==> config.mk <==
export PLATFORM = sky130hd
export DESIGN_NAME = cum_nbr_usage
export DESIGN_NICKNAME = d
export VERILOG_FILES = /design/src/rtl/core/cum_pkg.sv /design/src/rtl/core/cum_nbr_usage.sv
export SDC_FILE = /design/constraint.sdc
export NUM_CORES = 1
export LEC_CHECK = 0
export BUFFER_PORTS_ARGS = -buffer_cell sky130_fd_sc_hd__clkbuf_2
export CORE_ASPECT_RATIO = 1.1
export CORE_MARGIN = 2
export CORE_UTILIZATION = 47
export CTS_CLUSTER_SIZE = 16
export DETAILED_ROUTE_END_ITERATION = 7
export HOLD_SLACK_MARGIN = 0.03
export PLACE_DENSITY_LB_ADDON = 0.25
export RECOVER_POWER = 50
export SYNTH_ARGS = -nofsm -noshare
export SYNTH_HDL_FRONTEND = slang
export SYNTH_SLANG_ARGS = --single-unit
==> constraint.sdc <==
create_clock -name clk -period 8.3 [get_ports clk]
set_input_delay 0.415 -clock clk [delete_from_list [all_inputs] [get_ports clk]]
set_output_delay 0.415 -clock clk [all_outputs]
set_load 0.05 [all_outputs]
==> src/rtl/core/cum_pkg.sv <==
package cum_pkg;

	// Event kinds carried by an input item.
	localparam logic [1:0] KIND_SLOT = 2'd0;
	localparam logic [1:0] KIND_TX   = 2'd1;
	localparam logic [1:0] KIND_ACK  = 2'd2;
	localparam logic [1:0] KIND_NONE = 2'd3;

	// Bits of the action field.
	localparam int unsigned ACT_ADD_BIT = 0;
	localparam int unsigned ACT_DEL_BIT = 1;

	// Configuration register indexes.
	localparam logic [2:0] REG_USAGE_WINDOW = 3'd0;
	localparam logic [2:0] REG_TX_HALVING   = 3'd1;
	localparam logic [2:0] REG_UPPER_PCT    = 3'd2;
	localparam logic [2:0] REG_LOWER_PCT    = 3'd3;
	localparam logic [2:0] REG_ADD_INC      = 3'd4;
	localparam logic [2:0] REG_ALLOW_REMOVE = 3'd5;

	localparam int unsigned CNT_W    = 10;
	localparam int unsigned CFG_IDX_W = 3;
	localparam int unsigned CFG_DAT_W = 10;
	localparam logic [CNT_W-1:0] CNT_MAX = 10'd1023;

	// Memory port controls shared by both counter tables.
	typedef struct packed {
		logic rd_en;   // read the entry of the item being accepted
		logic wr_en;   // write back the item leaving stage one
		logic clr_en;  // clear one entry during the pass after reset
	} mem_ctl_t;

	// Saturating increment of a counter.
	function automatic logic [CNT_W-1:0] sat_inc(input logic [CNT_W-1:0] v);
		return (v >= CNT_MAX) ? CNT_MAX : v + 1'b1;
	endfunction

	// Remainder of a narrow index by a table depth, one restoring step per bit.
	function automatic logic [11:0] wrap_index(input logic [7:0] v, input int unsigned n);
		logic [19:0] r;
		logic [19:0] d;
		r = {12'd0, v};
		for (int k = 7; k >= 0; k--) begin
			d = 20'(n) << k;
			if (r >= d) begin
				r = r - d;
			end
		end
		return r[11:0];
	endfunction

endpackage

==> src/rtl/core/cum_nbr_usage.sv <==
module cum_nbr_usage #(
	parameter int unsigned NEIGHBOR_ENTRIES = 16,
	parameter int unsigned AW = 4
) (
	input  logic                      clk,
	input  logic                      arst_n,
	input  cum_pkg::mem_ctl_t         ctl,
	input  logic [AW-1:0]             rd_addr,
	input  logic [AW-1:0]             clr_addr,
	input  logic [1:0]                kind_s1,
	input  logic                      is_tx_s1,
	input  logic [cum_pkg::CNT_W-1:0] usage_window,
	input  logic [6:0]                upper_pct,
	input  logic [6:0]                lower_pct,
	input  logic [3:0]                add_inc,
	input  logic                      allow_removal,
	output logic [1:0]                action,
	output logic [3:0]                add_count
);

	localparam int unsigned CW = cum_pkg::CNT_W;
	localparam int unsigned DW = 2 * CW;
	localparam int unsigned PW = 17;

	logic [DW-1:0] mem [NEIGHBOR_ENTRIES];
	logic [DW-1:0] rdata_q;
	logic [DW-1:0] fwd_data_q;
	logic          fwd_q;
	logic [AW-1:0] addr_s1;
	logic [DW-1:0] cur;
	logic [DW-1:0] upd;
	logic [CW-1:0] el;
	logic [CW-1:0] us;
	logic          assess;
	logic [PW-1:0] used100;
	logic [PW-1:0] upper_prod;
	logic [PW-1:0] lower_prod;

	assign cur = fwd_q ? fwd_data_q : rdata_q;

	// Count elapsed and used TX cells, then judge usage once the window is full.
	always_comb begin
		el = cur[DW-1:CW];
		us = cur[CW-1:0];
		if (is_tx_s1 && kind_s1 == cum_pkg::KIND_SLOT) begin
			el = cum_pkg::sat_inc(cur[DW-1:CW]);
		end
		if (is_tx_s1 && kind_s1 == cum_pkg::KIND_TX) begin
			us = cum_pkg::sat_inc(cur[CW-1:0]);
		end
		assess     = is_tx_s1 && (kind_s1 != cum_pkg::KIND_NONE) && (el >= usage_window);
		used100    = PW'(us) * PW'(100);
		upper_prod = PW'(upper_pct) * PW'(el);
		lower_prod = PW'(lower_pct) * PW'(el);
		action     = '0;
		add_count  = '0;
		if (assess && used100 >= upper_prod && add_inc != '0) begin
			action[cum_pkg::ACT_ADD_BIT] = 1'b1;
			add_count = add_inc;
		end
		if (assess && used100 <= lower_prod && allow_removal) begin
			action[cum_pkg::ACT_DEL_BIT] = 1'b1;
		end
		upd = assess ? '0 : {el, us};
	end

	// Table with one write port and one registered read port.
	always_ff @(posedge clk) begin
		if (ctl.clr_en) begin
			mem[clr_addr] <= '0;
		end else if (ctl.wr_en) begin
			mem[addr_s1] <= upd;
		end
		if (ctl.rd_en) begin
			rdata_q    <= mem[rd_addr];
			addr_s1    <= rd_addr;
			fwd_data_q <= upd;
		end
	end

	// Forward when the entry being read is the one written back in the same cycle.
	always_ff @(posedge clk or negedge arst_n) begin
		if (!arst_n) begin
			fwd_q <= 1'b0;
		end else if (ctl.rd_en) begin
			fwd_q <= ctl.wr_en && (addr_s1 == rd_addr);
		end
	end

endmodule

# [Word level (Yosys, flattened, before mapping)]
# Memories as Yosys holds them, arrays and structs flattened. A register that Yosys moved wholly into a read port is not among the register bits.
# Cells that the tools add are included.
[classes] mux=17 multipliers=3 add_sub_neg=2 n_lt_le_gt_ge=5 n_eq_ne=3 n_reduce_logical=12
[op_table] cell="two-way mux 20 bit" n=3
[op_table] cell="two-way mux 10 bit" n=4
[op_table] cell="multiplier 7 x 10 -> 17 bit" n=2
[op_table] cell="adder 10 x 1 -> 10 bit, second input constant" n=2
[op_table] cell=">= comparator 10 bit, second input constant" n=2
[op_table] cell="OR reduction 20 bit" n=1
[op_table] cell=">= comparator 17 bit" n=1
[op_table] cell="<= comparator 17 bit" n=1
[op_table] cell="multiplier 10 x 5 -> 15 bit, second input constant" n=1
[op_table] cell=">= comparator 10 bit" n=1
[op_table] cell="logical AND 1 bit" n=9
[op_table] cell="two-way mux 1 bit" n=8
[op_table] cell="two-way mux 4 bit" n=2
[op_table] cell="== test 4 bit" n=1
[op_table] cell="nonzero test 4 bit" n=1
[op_table] cell="== test 2 x 1 -> 1 bit, second input constant" n=1
[op_table] cell="zero test 2 bit" n=1
[op_table] cell="!= test 2 bit, second input constant" n=1
[totals] mem_bits_rw=320 mem_count=1 regBits=25 inputBits=45
[memory_table] memory="mem" depth=16 width=20 read_ports=1 rd_clocked_by_memory_dff=1 wr=1 line="cum_nbr_usage.sv:25" source="logic [DW-1:0] mem [NEIGHBOR_ENTRIES];"

# [Logic depth before layout (Yosys ltp)]
# Gate-level depths: netlist of the first run.
[logic_depth] word_depth=9 ltp_mapped=37

# [Least setup slack after synthesis of the first run]
# Ideal clock, no wire load.
[synth_timing] kind="flip-flop to output port" from="reg fwd_q" to="out add_count[0]" required_time_ns=7.885 setup_slack_ns=0.185 arrival_ns=7.700 path_stages_with_launch=35 cell_sequence="dfrtp_1 -> buf_6 -> buf_6 -> buf_4 -> mux2_2 -> ha_1 -> inv_1 -> a211o_1 -> or2_4 -> nor2_1 -> a21oi_1 -> clkbuf_1 -> and2_1 -> fa_1 -> inv_1 -> fa_1 -> inv_1 -> fa_1 -> inv_1 -> fa_1 -> inv_1 -> ha_1 -> o21a_1 -> o2111a_1 -> a21oi_1 -> a21oi_1 -> a21o_1 -> a21oi_1 -> xor2_1 -> ha_1 -> nand2_1 -> or3_1 -> a2111oi_1 -> or3b_1 -> and3_1"
[synth_via] elab_chain_len=9 word_cells_on_any_way=17
[synth_rtl] item="from (decl)" line="cum_nbr_usage.sv:28" source="logic fwd_q;"
[synth_rtl] item="from (signal assigned)" line="cum_nbr_usage.sv:86" source="fwd_q <= ctl.wr_en && (addr_s1 == rd_addr);"
[synth_rtl] item="two-way mux 20 bit *" line="cum_nbr_usage.sv:39" source="assign cur = fwd_q ? fwd_data_q : rdata_q;"
[synth_rtl] item="adder 10 x 1 -> 10 bit or >= comparator 10 bit (tied branches)" line="cum_pkg.sv:35" source="return (v >= CNT_MAX) ? CNT_MAX : v + 1'b1;"
[synth_rtl] item="two-way mux 10 bit" line="cum_pkg.sv:35"
[synth_rtl] item="two-way mux 10 bit (on tied branches)" line="cum_nbr_usage.sv:48, cum_nbr_usage.sv:45"
[synth_rtl] item="multiplier 10 x 5 -> 15 bit (tied with other cells)" line="cum_nbr_usage.sv:52" source="used100 = PW'(us) * PW'(100);"
[synth_rtl] item=">= comparator 17 bit or logical AND 1 bit (tied branches)" line="cum_nbr_usage.sv:57, cum_nbr_usage.sv:51"
[synth_rtl] item="logical AND 1 bit * (2 in a row)" line="cum_nbr_usage.sv:57" source="if (assess && used100 >= upper_prod && add_inc != '0) begin"
[synth_rtl] item="two-way mux 4 bit *" line="cum_nbr_usage.sv:57"
[synth_rtl] item="to (decl)" line="cum_nbr_usage.sv:18" source="output logic [3:0] add_count"
# Mark *: on every way between the ends. The rest lies on a longest branch, timed or not.

# [Worst setup path in the final report of the first run]
# Same ends and word-level chain as after synthesis.

==> results of run 1 <==
final cells by class:
type	count	area (um2)
Clock buffer	44	952
Clock inverter	17	220
Fill cell	3571	19900
Inverter	145	547
Multi-Input combinational cell	893	9560
Sequential cell	365	11000
Tap cell	574	718
Timing Repair Buffer	117	835
sequential cells by signal (all words and copies together), names as in the netlist:
signal,flops
addr_s1,4
fwd_data_q,20
fwd_q,1
rdata_q,20
mem,320
cell usage in the layout, fill, tap and decap left out, types with 15 or more instances in the layout:
cell type,n
o21ai_0,22
fa_1,83
clkbuf_16,37
a21o_1,17
xnor2_1,19
nand2_1,81
nor2_1,67
and2_1,78
clkbuf_2,41
clkbuf_1,28
ha_1,134
nor2_2,17
mux4_2,100
a21oi_1,40
buf_4,36
xor2_1,25
inv_1,140
edfxtp_1,364
nand3_1,15
what timing repair did:
action | in CTS | in global routing
setup endpoints to repair | 6 | 6
cloned | 0 | 1
pin swaps | 8 | 39
hold buffers | 1 | 0
gates resized for setup | 32 | 64
hold endpoints to repair | 1 | 0
setup buffers | 5 | 23
cells by family after synthesis:
logic type | Yosys count
AO/OA/AOI/OAI | 151
XOR/XNOR | 46
adder cells (fa/ha/maj) | 229
buffers and inverters | 194
flip-flops | 365
multiplexers | 119
AND/OR/NAND/NOR | 348
power by group:
group | switching [mW] | internal (mW)
logic | 1.79 | 1.46
registers | 0.0223 | 2.10
clock network | 0.661 | 0.971
total | 2.47 | 4.54
metal layers:
layer | vias up | routed length, um | GRT usage [%]
li1 | 5558 | - | -
met3 | 70 | 2010 | 2.05
met1 | 6373 | 19500 | 26.8
met2 | 296 | 25300 | 38.1
met4 | 2 | 1140 | 6.20
met5 | - | 13 | 0
path summary, 6_finish.rpt:
kind	from	endpoint	slack (ps)	cells past startpoint
worst max-delay path	fwd_q	add_count[0]	270	32
worst min-delay path	arst_n	fwd_q	310	2
worst max register to register	fwd_q	mem[12][16]	3070	16
worst min register to register	mem[10][6]	rdata_q[6]	850	2
max in group asynchronous	arst_n	fwd_q	7890	2
min in group clk	ctl[1]	fwd_q	370	3
metrics by stage:
step	instance area (um2)	hold slack (ps)	TNS, ps
CTS	23400	311	0
floorplan	20900	119	0
detailed placement	22000	196	0
global route	23800	302	-253
global placement	22000	198	0
finish	23800	308	0
critical path, delay by kind of cell, from the launching register on:
kind            cells  cell delay, ps
fa+ha+maj           7            2670
compound gates      8            1410
simple gates        6            1360
buf+inv             9             830
flops               1             450
xor+xnor            1             220
mux                 1             130
==> summary.md, run 1 <==
| Metric | Value |
|---|---|
| Die ar. | `46100 um2` |
| Final wirelength | `47900 um` |
| Post-synth top flop | `edfxtp_1` |
| Root buf cell | `clkbuf_16` |
| Placer Congestion | `0.885` |
| Fin crit period | `8030 ps` |
| Main area contributors after synthesis | `edfxtp_1 52%, mux4_2 11%, ha_1 8.8%` |
| DRT antenna net count | `0` |
| Largest net degree at the start of global routing | `61` |
| Critical Path End Type | `primary output` |
| Post-Syn Area per Cell | `14.4 um2` |
| Largest family of logic cells by synthesized area | `adder cells` |
| CTS buffer count | `34` |
| H-tree Lvls | `2` |
| Drt first pass iters | `5` |
| Final design utilization | `54.5%` |
| Post-Synthesis Cells | `1452` |
| Clock Sinks | `365` |
| Mux contribution to synthesized area | `11.8%` |
| Proportion of layout cells with a drive suffix above 1 | `21.8%` |
| Synth Area in Compound Gates | `4.69%` |
| Post-route clock skew | `15.5 ps` |
| Max Clock Freq | `0.124 GHz` |
| Max Transition Viols Final | `457` |
| Cells after DPL | `2064` |
| Worst Path Required | `7890 ps` |
| HPWL Detailed | `30900 um` |
| Ys async rst share | `0.274%` |
| Sequential area share after synthesis | `52.5%` |
| Tightest Pin Transition | `4140 ps` |
| Die Height | `225 um` |
| LEAKAGE | `9.14 nW` |
| Crit path max fanout | `12` |
| YS warnings | `0` |
| Slowest CP cell | `fa_1` |
| Most frequent cell after synthesis | `edfxtp_1` |
| Power per Cell Area | `295 nW/um2` |
| Post-synth top area cell | `edfxtp_1` |
| Final Power | `7.01 mW` |
| Core Area | `43600 um2` |
| EDFF count, synth | `364` |
| Grt total ovfl | `0` |
| Critical path class | `flop to primary output` |
| Maximum VDD drop | `0.260 mV` |
| Clock Path Buffers | `3` |
| Initial core utilization | `47.8%` |
| Die X | `205 um` |
| Initial DRC count | `861` |
| Distinct cell type count after synthesis | `73` |
| Antenna diodes | `0` |
| Syn-to-layout area delta | `14.0%` |
| Yosys reg bits | `365` |
| Slew HR | `-176%` |
| Latest clock arrival within the worst-skew pair | `530 ps` |
| CP Data Arrival Time | `7620 ps` |
| Clk slew on worst S/H paths | `60 ps` |
| Synthesized Nets | `1726` |
| Pre-CTS WS | `196 ps` |
| Initial antenna violation count | `1` |
| Worst setup SP type | `flop` |
| Vias/cell | `5.71` |
| DRC Markers | `0` |
| Crit path top cell by count | `inv_1` |
| Port Buffers | `50` |
| First-pass GRT wire length | `72400 um` |
| CTS tree | `yes` |
| Status | `finished, violations left` |
| Simple-gate area share of the yosys netlist | `8.61%` |
| Finish-stage setup viols | `0` |
| Final period util | `96.8%` |
| Hold Path Class | `primary input to asynchronous set/reset pin` |
| Post-synthesis adder-cell area fraction | `16.7%` |
| Final non-filler cell total | `2155` |
| Synth top area share | `52.4%` |
| Post-layout net count | `1830` |
| All-Layer GR Usage | `21.0%` |
| Vias in the first global route | `12.7k` |
| Wire length per cell | `22.2 um` |
| Worst Setup Slack, final | `265 ps` |
| Vias | `12.3k` |
| Synthesized-area fraction occupied by xor and xnor cells | `1.93%` |
| Site Rows | `80` |
| Post-Syn Area | `20900 um2` |
| Largest stage delay on the critical path | `520 ps` |
| Max-Cap Viols | `19` |
| Fin. Hold Viols | `0` |
| Synth top cells by count | `364 x edfxtp_1, 146 x ha_1, 142 x inv_1, 100 x mux4_2, 84 x nor2_1` |
| Violated checks | `capacitance limit, slew limit` |
| I/O pin cnt | `51` |
Note: power is estimated with default switching activity, not from simulation.
==> run 2: changes to the inputs <==
--- a/config.mk
+++ b/config.mk
@@ -9,6 +9,7 @@
 export CORE_ASPECT_RATIO = 1.1
 export CORE_MARGIN = 2
 export CORE_UTILIZATION = 47
+export CTS_BUF_LIST = sky130_fd_sc_hd__clkbuf_16
 export CTS_CLUSTER_SIZE = 16
 export DETAILED_ROUTE_END_ITERATION = 7
 export HOLD_SLACK_MARGIN = 0.03
==> run 2 against run 1 <==
Net effect: routed wire length barely moved; the flow still finishes with violations (capacitance limit, slew limit); worst setup slack improved by 1.6 ps; final cell count did not move; critical path depth did not move; core utilization did not move; hold slack barely moved; cell area did not move.
==> summary.md, run 2 (same netlist as run 1, synthesis figures left out) <==
| Metric | Value |
|---|---|
| H-tree Lvls | `2 (unchanged)` |
| Final period util | `96.8% (about the same)` |
| Max-Cap Viols | `19 (unchanged)` |
| Clock Sinks | `365 (unchanged)` |
| HPWL Detailed | `30900 um (unchanged)` |
| Finish-stage setup viols | `0 (unchanged)` |
| Critical R2R Capture | `mem[12][16]` |
| Hold Path Class | `primary input to asynchronous set/reset pin` |
| Top reg by flops | `mem` |
| Port Buffers | `50 (unchanged)` |
| Seq pwr share | `30.4% (about the same)` |
| Gate power share | `46.4% (about the same)` |
| Fin crit period | `8030 ps (-1.65 ps)` |
| Maximum VDD drop | `0.260 mV (-0.14%)` |
| Critical Path End Type | `primary output` |
| Worst setup SP type | `flop` |
| Tightest Pin Transition | `4190 ps (+44.2 ps)` |
| Fin area | `23800 um2 (unchanged)` |
| Max Transition Viols Final | `457 (unchanged)` |
| Latest clock arrival within the worst-skew pair | `530 ps (about the same)` |
| Most frequent cells in the layout | `364 x edfxtp_1, 147 x inv_1, 134 x ha_1` |
| CTS buffer count | `34 (unchanged)` |
| Pint | `4.53 mW (-0.19%)` |
| Critical path class | `flop to primary output` |
| Slowest CP cell | `fa_1` |
| Sw Ratio | `35.3% (about the same)` |
| Reg2Reg Depth | `16 (unchanged)` |
| Power per Cell Area | `294 nW/um2 (-0.15%)` |
| Crit path max fanout | `12 (unchanged)` |
| Syn-to-layout area delta | `14.0% (unchanged)` |
| CP Data Arrival Time | `7620 ps (about the same)` |
| DRC Markers | `0 (unchanged)` |
| Flop2flop setup slack | `3060 ps (about the same)` |
| Post-route clock skew | `16.3 ps (+0.820 ps)` |
| Grt total ovfl | `0 (unchanged)` |
| Core Area | `43600 um2 (unchanged)` |
| LEAKAGE | `9.17 nW (+0.32%)` |
| Max Clock Freq | `0.124 GHz (about the same)` |
| Crit path top cell by count | `fa_1` |
| Critical R2R Launch | `fwd_q` |
| Violated checks | `capacitance limit, slew limit` |
| DRT antenna net count | `0 (unchanged)` |
| Placer Congestion | `0.885 (unchanged)` |
| Initial core utilization | `47.8% (unchanged)` |
| Drt first pass iters | `5 (unchanged)` |
| Final wirelength | `47900 um (about the same)` |
| Clock Path Buffers | `3 (unchanged)` |
| CTS tree | `yes` |
| Vias in the first global route | `12.7k (unchanged)` |
| Die Height | `225 um (unchanged)` |
| Final design utilization | `54.5% (unchanged)` |
| Initial DRC count | `866 (+0.58%)` |
| Fin. Hold Viols | `0 (unchanged)` |
| Die X | `205 um (unchanged)` |
| First-pass GRT wire length | `72400 um (unchanged)` |
| Largest stage delay on the critical path | `540 ps (+20 ps)` |
| Clock Power Share | `23.2% (about the same)` |
| Wire length per cell | `22.2 um (about the same)` |
| Worst Path Required | `7890 ps (about the same)` |
| I/O pin cnt | `51 (unchanged)` |
| Largest regs | `mem: 320 flops, fwd_data_q: 20 flops, rdata_q: 20 flops` |
| Clk slew on worst S/H paths | `60 ps (about the same)` |
| Vias | `12.3k (+0.033%)` |
| All-Layer GR Usage | `21.0% (unchanged)` |
| Area after DPL | `22000 um2 (unchanged)` |
| Largest net degree at the start of global routing | `61 (unchanged)` |
| Slew HR | `-179% (-2.9 points)` |
| Status | `finished, violations left` |
| Post-layout net count | `1830 (unchanged)` |
| Final setup TNS | `0 ps (unchanged)` |
| Root buf cell | `clkbuf_16` |
| Vias/cell | `5.71 (about the same)` |
| Switching power | `2.47 mW (about the same)` |
| Max reg flops | `320 (unchanged)` |
| Antenna diodes | `0 (unchanged)` |
| Layout fillers | `3571 (unchanged)` |
| Most common cell after layout, fill and taps aside | `edfxtp_1` |
| Site Rows | `80 (unchanged)` |
| Proportion of layout cells with a drive suffix above 1 | `21.8% (unchanged)` |
| Die ar. | `46100 um2 (unchanged)` |
| Initial antenna violation count | `1 (unchanged)` |
## run 2: worst max path at each step
stage | from | to | cells after the start
2_1_floorplan | fwd_q | add_count[0] | 34
3_3_place_gp | kind_s1[1] | add_count[1] | 31
3_5_place_dp | kind_s1[1] | add_count[1] | 30
4_1_cts | fwd_q | add_count[1] | 33
5_1_grt | fwd_q | add_count[3] | 33
6_report | fwd_q | action[1] | 32
## run 2: metrics by stage
step | instances | power, mW | hold slack [ps] | setup WS, ps
finish | 2155 | 7.00 | 308 | 267
global placement | 2064 | 4.90 | 198 | 304
floorplan | 1452 | 4.21 | 119 | 185
detailed placement | 2064 | 4.95 | 196 | 196
CTS | 2131 | 6.68 | 311 | 11.9
global route | 2155 | 7.47 | 302 | -58.3
## run 2: metal layers
metal / share of wire [%] / vias to the layer above / global-route usage, %
met1: 41 / 6371 / 26.8
li1: - / 5558 / -
met4: 2.4 / 2 / 6.20
met5: 0.027 / - / 0
met2: 53 / 302 / 38.1
met3: 4.3 / 70 / 2.05
## run 2: repair_timing
action,in CTS,in global routing
pin swaps,8,39
cloned,0,1
resized for setup,32,64
endpoints found under the hold margin,1,0
hold buffers,1,0
buffers inserted,5,23
endpoints found under the setup margin,6,6
## run 2: layout make-up
| class | count | area [um2] | share of cell area [%] |
|---|---|---|---|
| inverter | 145 | 547 | 2.30 |
| sequential | 365 | 11000 | 46.1 |
| multi-input combinational | 893 | 9560 | 40.2 |
| timing repair buffer | 117 | 835 | 3.51 |
| tap | 574 | 718 | 3.02 |
| clock inverter | 24 | 246 | 1.04 |
| clock buffer | 37 | 926 | 3.89 |
## run 2: power by group through the flow
stage	clock network (mW)	registers (mW)	logic, mW
floorplan	0	2.15	2.06
finish	1.62	2.13	3.25
global route	1.71	2.13	3.63
CTS	1.64	2.12	2.91
global placement	0	2.16	2.74
detailed placement	0	2.16	2.78
## run 2: worst max-delay path: cells and delay by family (launching register included)
kind | cells | cell delay, ps
buffers and inverters | 9 | 1050
and+or+nand+nor | 9 | 1570
DFF | 1 | 450
AOI/OAI and AO/OA | 8 | 1540
adders and majority gates | 6 | 2480
==> run 3: changes to the inputs <==
--- a/config.mk
+++ b/config.mk
@@ -10,10 +10,10 @@
 export CORE_MARGIN = 2
 export CORE_UTILIZATION = 47
 export CTS_BUF_LIST = sky130_fd_sc_hd__clkbuf_16
-export CTS_CLUSTER_SIZE = 16
+export CTS_CLUSTER_SIZE = 20
 export DETAILED_ROUTE_END_ITERATION = 7
 export HOLD_SLACK_MARGIN = 0.03
-export PLACE_DENSITY_LB_ADDON = 0.25
+export PLACE_DENSITY = 0.65
 export RECOVER_POWER = 50
 export SYNTH_ARGS = -nofsm -noshare
 export SYNTH_HDL_FRONTEND = slang
==> run 3 against run 2 <==
Net effect: the flow still finishes with violations (capacitance limit, slew limit); non-clock buffer count fell by 4; worst setup slack got worse by 37 ps; clock skew rose by 5.5 ps; global-route usage rose by 0.052 points; hold slack got worse by 39 ps; critical path type unchanged; highest routed layer is now met4.
==> summary.md, run 3 (same netlist as run 1, synthesis figures left out) <==
| Metric | Value |
|---|---|
| Fin. Hold Viols | `0 (unchanged)` |
| Die ar. | `46100 um2 (unchanged)` |
| Final Power | `6.88 mW (-1.6%)` |
| Latest clock arrival within the worst-skew pair | `570 ps (+40 ps)` |
| Final setup TNS | `0 ps (unchanged)` |
| Initial antenna violation count | `0 (-1)` |
| Max-Cap Viols | `16 (-3)` |
| Die Height | `225 um (unchanged)` |
| Critical path class | `flop to primary output` |
| Worst Path Required | `7890 ps (about the same)` |
| Vias in the first global route | `12.7k (+0.24%)` |
| Power per Cell Area | `291 nW/um2 (-1.0%)` |
| H-tree Lvls | `1 (-1)` |
| Initial DRC count | `837 (-3.3%)` |
| Violated checks | `capacitance limit, slew limit` |
| Most common cell after layout, fill and taps aside | `edfxtp_1` |
| Site Rows | `80 (unchanged)` |
| Critical Path End Type | `primary output` |
| Post-layout net count | `1822 (-0.44%)` |
| First-pass GRT wire length | `72900 um (+0.67%)` |
| Clock Path Buffers | `3 (unchanged)` |
| DRC Markers | `0 (unchanged)` |
| Most frequent cells in the layout | `364 x edfxtp_1, 140 x inv_1, 137 x ha_1` |
| Final period util | `97.2% (+0.44 points)` |
| Crit path max fanout | `21 (+9)` |
| Core Area | `43600 um2 (unchanged)` |
| I/O pin cnt | `51 (unchanged)` |
| Worst setup SP type | `flop` |
| Top reg by flops | `mem` |
| Port Buffers | `50 (unchanged)` |
| Status | `finished, violations left` |
| Crit path top cell by count | `ha_1` |
| Clock Sinks | `365 (unchanged)` |
| CTS buffer count | `30 (-12%)` |
| Slowest CP cell | `fa_1` |
| Largest stage delay on the critical path | `550 ps (about the same)` |
| Largest net degree at the start of global routing | `61 (unchanged)` |
| Drt first pass iters | `5 (unchanged)` |
| Slew HR | `-197% (-18 points)` |
| Finish-stage setup viols | `0 (unchanged)` |
| Vias/cell | `5.71 (about the same)` |
| Initial core utilization | `47.8% (unchanged)` |
| Final design utilization | `54.2% (-0.33 points)` |
| Post-route clock skew | `21.7 ps (+5.46 ps)` |
| Wire length per cell | `22.3 um (+0.19%)` |
| LEAKAGE | `9.07 nW (-1.0%)` |
| HPWL Detailed | `31600 um (+2.1%)` |
| Fin crit period | `8070 ps (+36.5 ps)` |
| CP Data Arrival Time | `7650 ps (+30 ps)` |
| Tightest Pin Transition | `4460 ps (+272 ps)` |
| Max Transition Viols Final | `362 (-21%)` |
| Clk slew on worst S/H paths | `70 ps (about the same)` |
| Worst Setup Slack, final | `230 ps (-36.5 ps)` |
| Max Clock Freq | `0.124 GHz (-0.45%)` |
| Antenna diodes | `0 (unchanged)` |
| Die X | `205 um (unchanged)` |
| Final wirelength | `47800 um (-0.23%)` |
| DRT antenna net count | `0 (unchanged)` |
| Maximum VDD drop | `0.170 mV (-35%)` |
| Largest regs | `mem: 320 flops, fwd_data_q: 20 flops, rdata_q: 20 flops` |
| Vias | `12.3k (-0.37%)` |
| CTS tree | `yes` |
| All-Layer GR Usage | `21.1% (+0.052 points)` |
| Root buf cell | `clkbuf_16` |
| Proportion of layout cells with a drive suffix above 1 | `21.4% (-0.32 points)` |
| Placer Congestion | `0.859 (-3.0%)` |
| Hold Path Class | `primary input to asynchronous set/reset pin` |
| Max reg flops | `320 (unchanged)` |
| Grt total ovfl | `0 (unchanged)` |
| Pre-CTS WS | `185 ps (-10.9 ps)` |
| Syn-to-layout area delta | `13.3%` |
## run 3: worst max-delay path, delay by kind of cell (launching register included)
| family | cells | cell delay [ps] |
|---|---|---|
| adders and majority gates | 6 | 2350 |
| buffers and inverters | 6 | 670 |
| and+or+nand+nor | 8 | 1760 |
| xor gates and xnor gates | 1 | 240 |
| AOI/OAI and AO/OA | 8 | 1590 |
| DFF | 1 | 450 |
## run 3: final timing paths
kind	from	endpoint	slack (ps)	depth (start not counted)
worst max-delay path	fwd_q	add_count[0]	230	29
worst min-delay path	arst_n	fwd_q	270	2
worst max register to register	fwd_q	mem[6][16]	3130	17
worst min register to register	mem[15][8]	rdata_q[8]	850	2
max in group asynchronous	arst_n	fwd_q	7810	2
min in group clk	ctl[1]	fwd_q	380	3
## run 3: metrics by stage
stage | instance area (um2) | std cells | hold slack (ps)
2_1_floorplan | 20900 | 1452 | 119
3_3_place_gp | 22000 | 2064 | 231
3_5_place_dp | 22000 | 2064 | 228
4_1_cts | 23300 | 2123 | 256
5_1_grt | 23600 | 2146 | 269
6_report | 23600 | 2146 | 270
## run 3: final cells by class
type | instances | area, um2
clock buffer | 30 | 751
clock inverter | 26 | 289
fill | 3577 | 20000
inverter | 145 | 544
multi-input combinational | 893 | 9590
sequential | 365 | 11000
tap | 574 | 718
timing repair buffer | 113 | 798
## run 3: what timing repair did
item	in CTS	in global routing
buffers inserted	2	23
pin swaps	10	42
setup endpoints to repair	6	6
hold buffers	1	0
hold endpoints to repair	1	0
resized for setup	43	74
## run 3: where the power goes
group	switching, mW	total (mW)	internal [mW]	leakage [nW]
clock	0.622	1.47	0.848	0.511
combinational	1.84	3.29	1.45	5.14
sequential	0.0226	2.12	2.10	3.42
## run 3: metal layers
metal | GRT usage, % | part of all wire [%] | vias to the layer above
met1 | 27.2 | 40 | 6320
met3 | 1.94 | 5.0 | 63
li1 | - | - | 5546
met4 | 5.69 | 2.5 | 0
met2 | 38.1 | 53 | 328
met5 | 0 | 0 | -
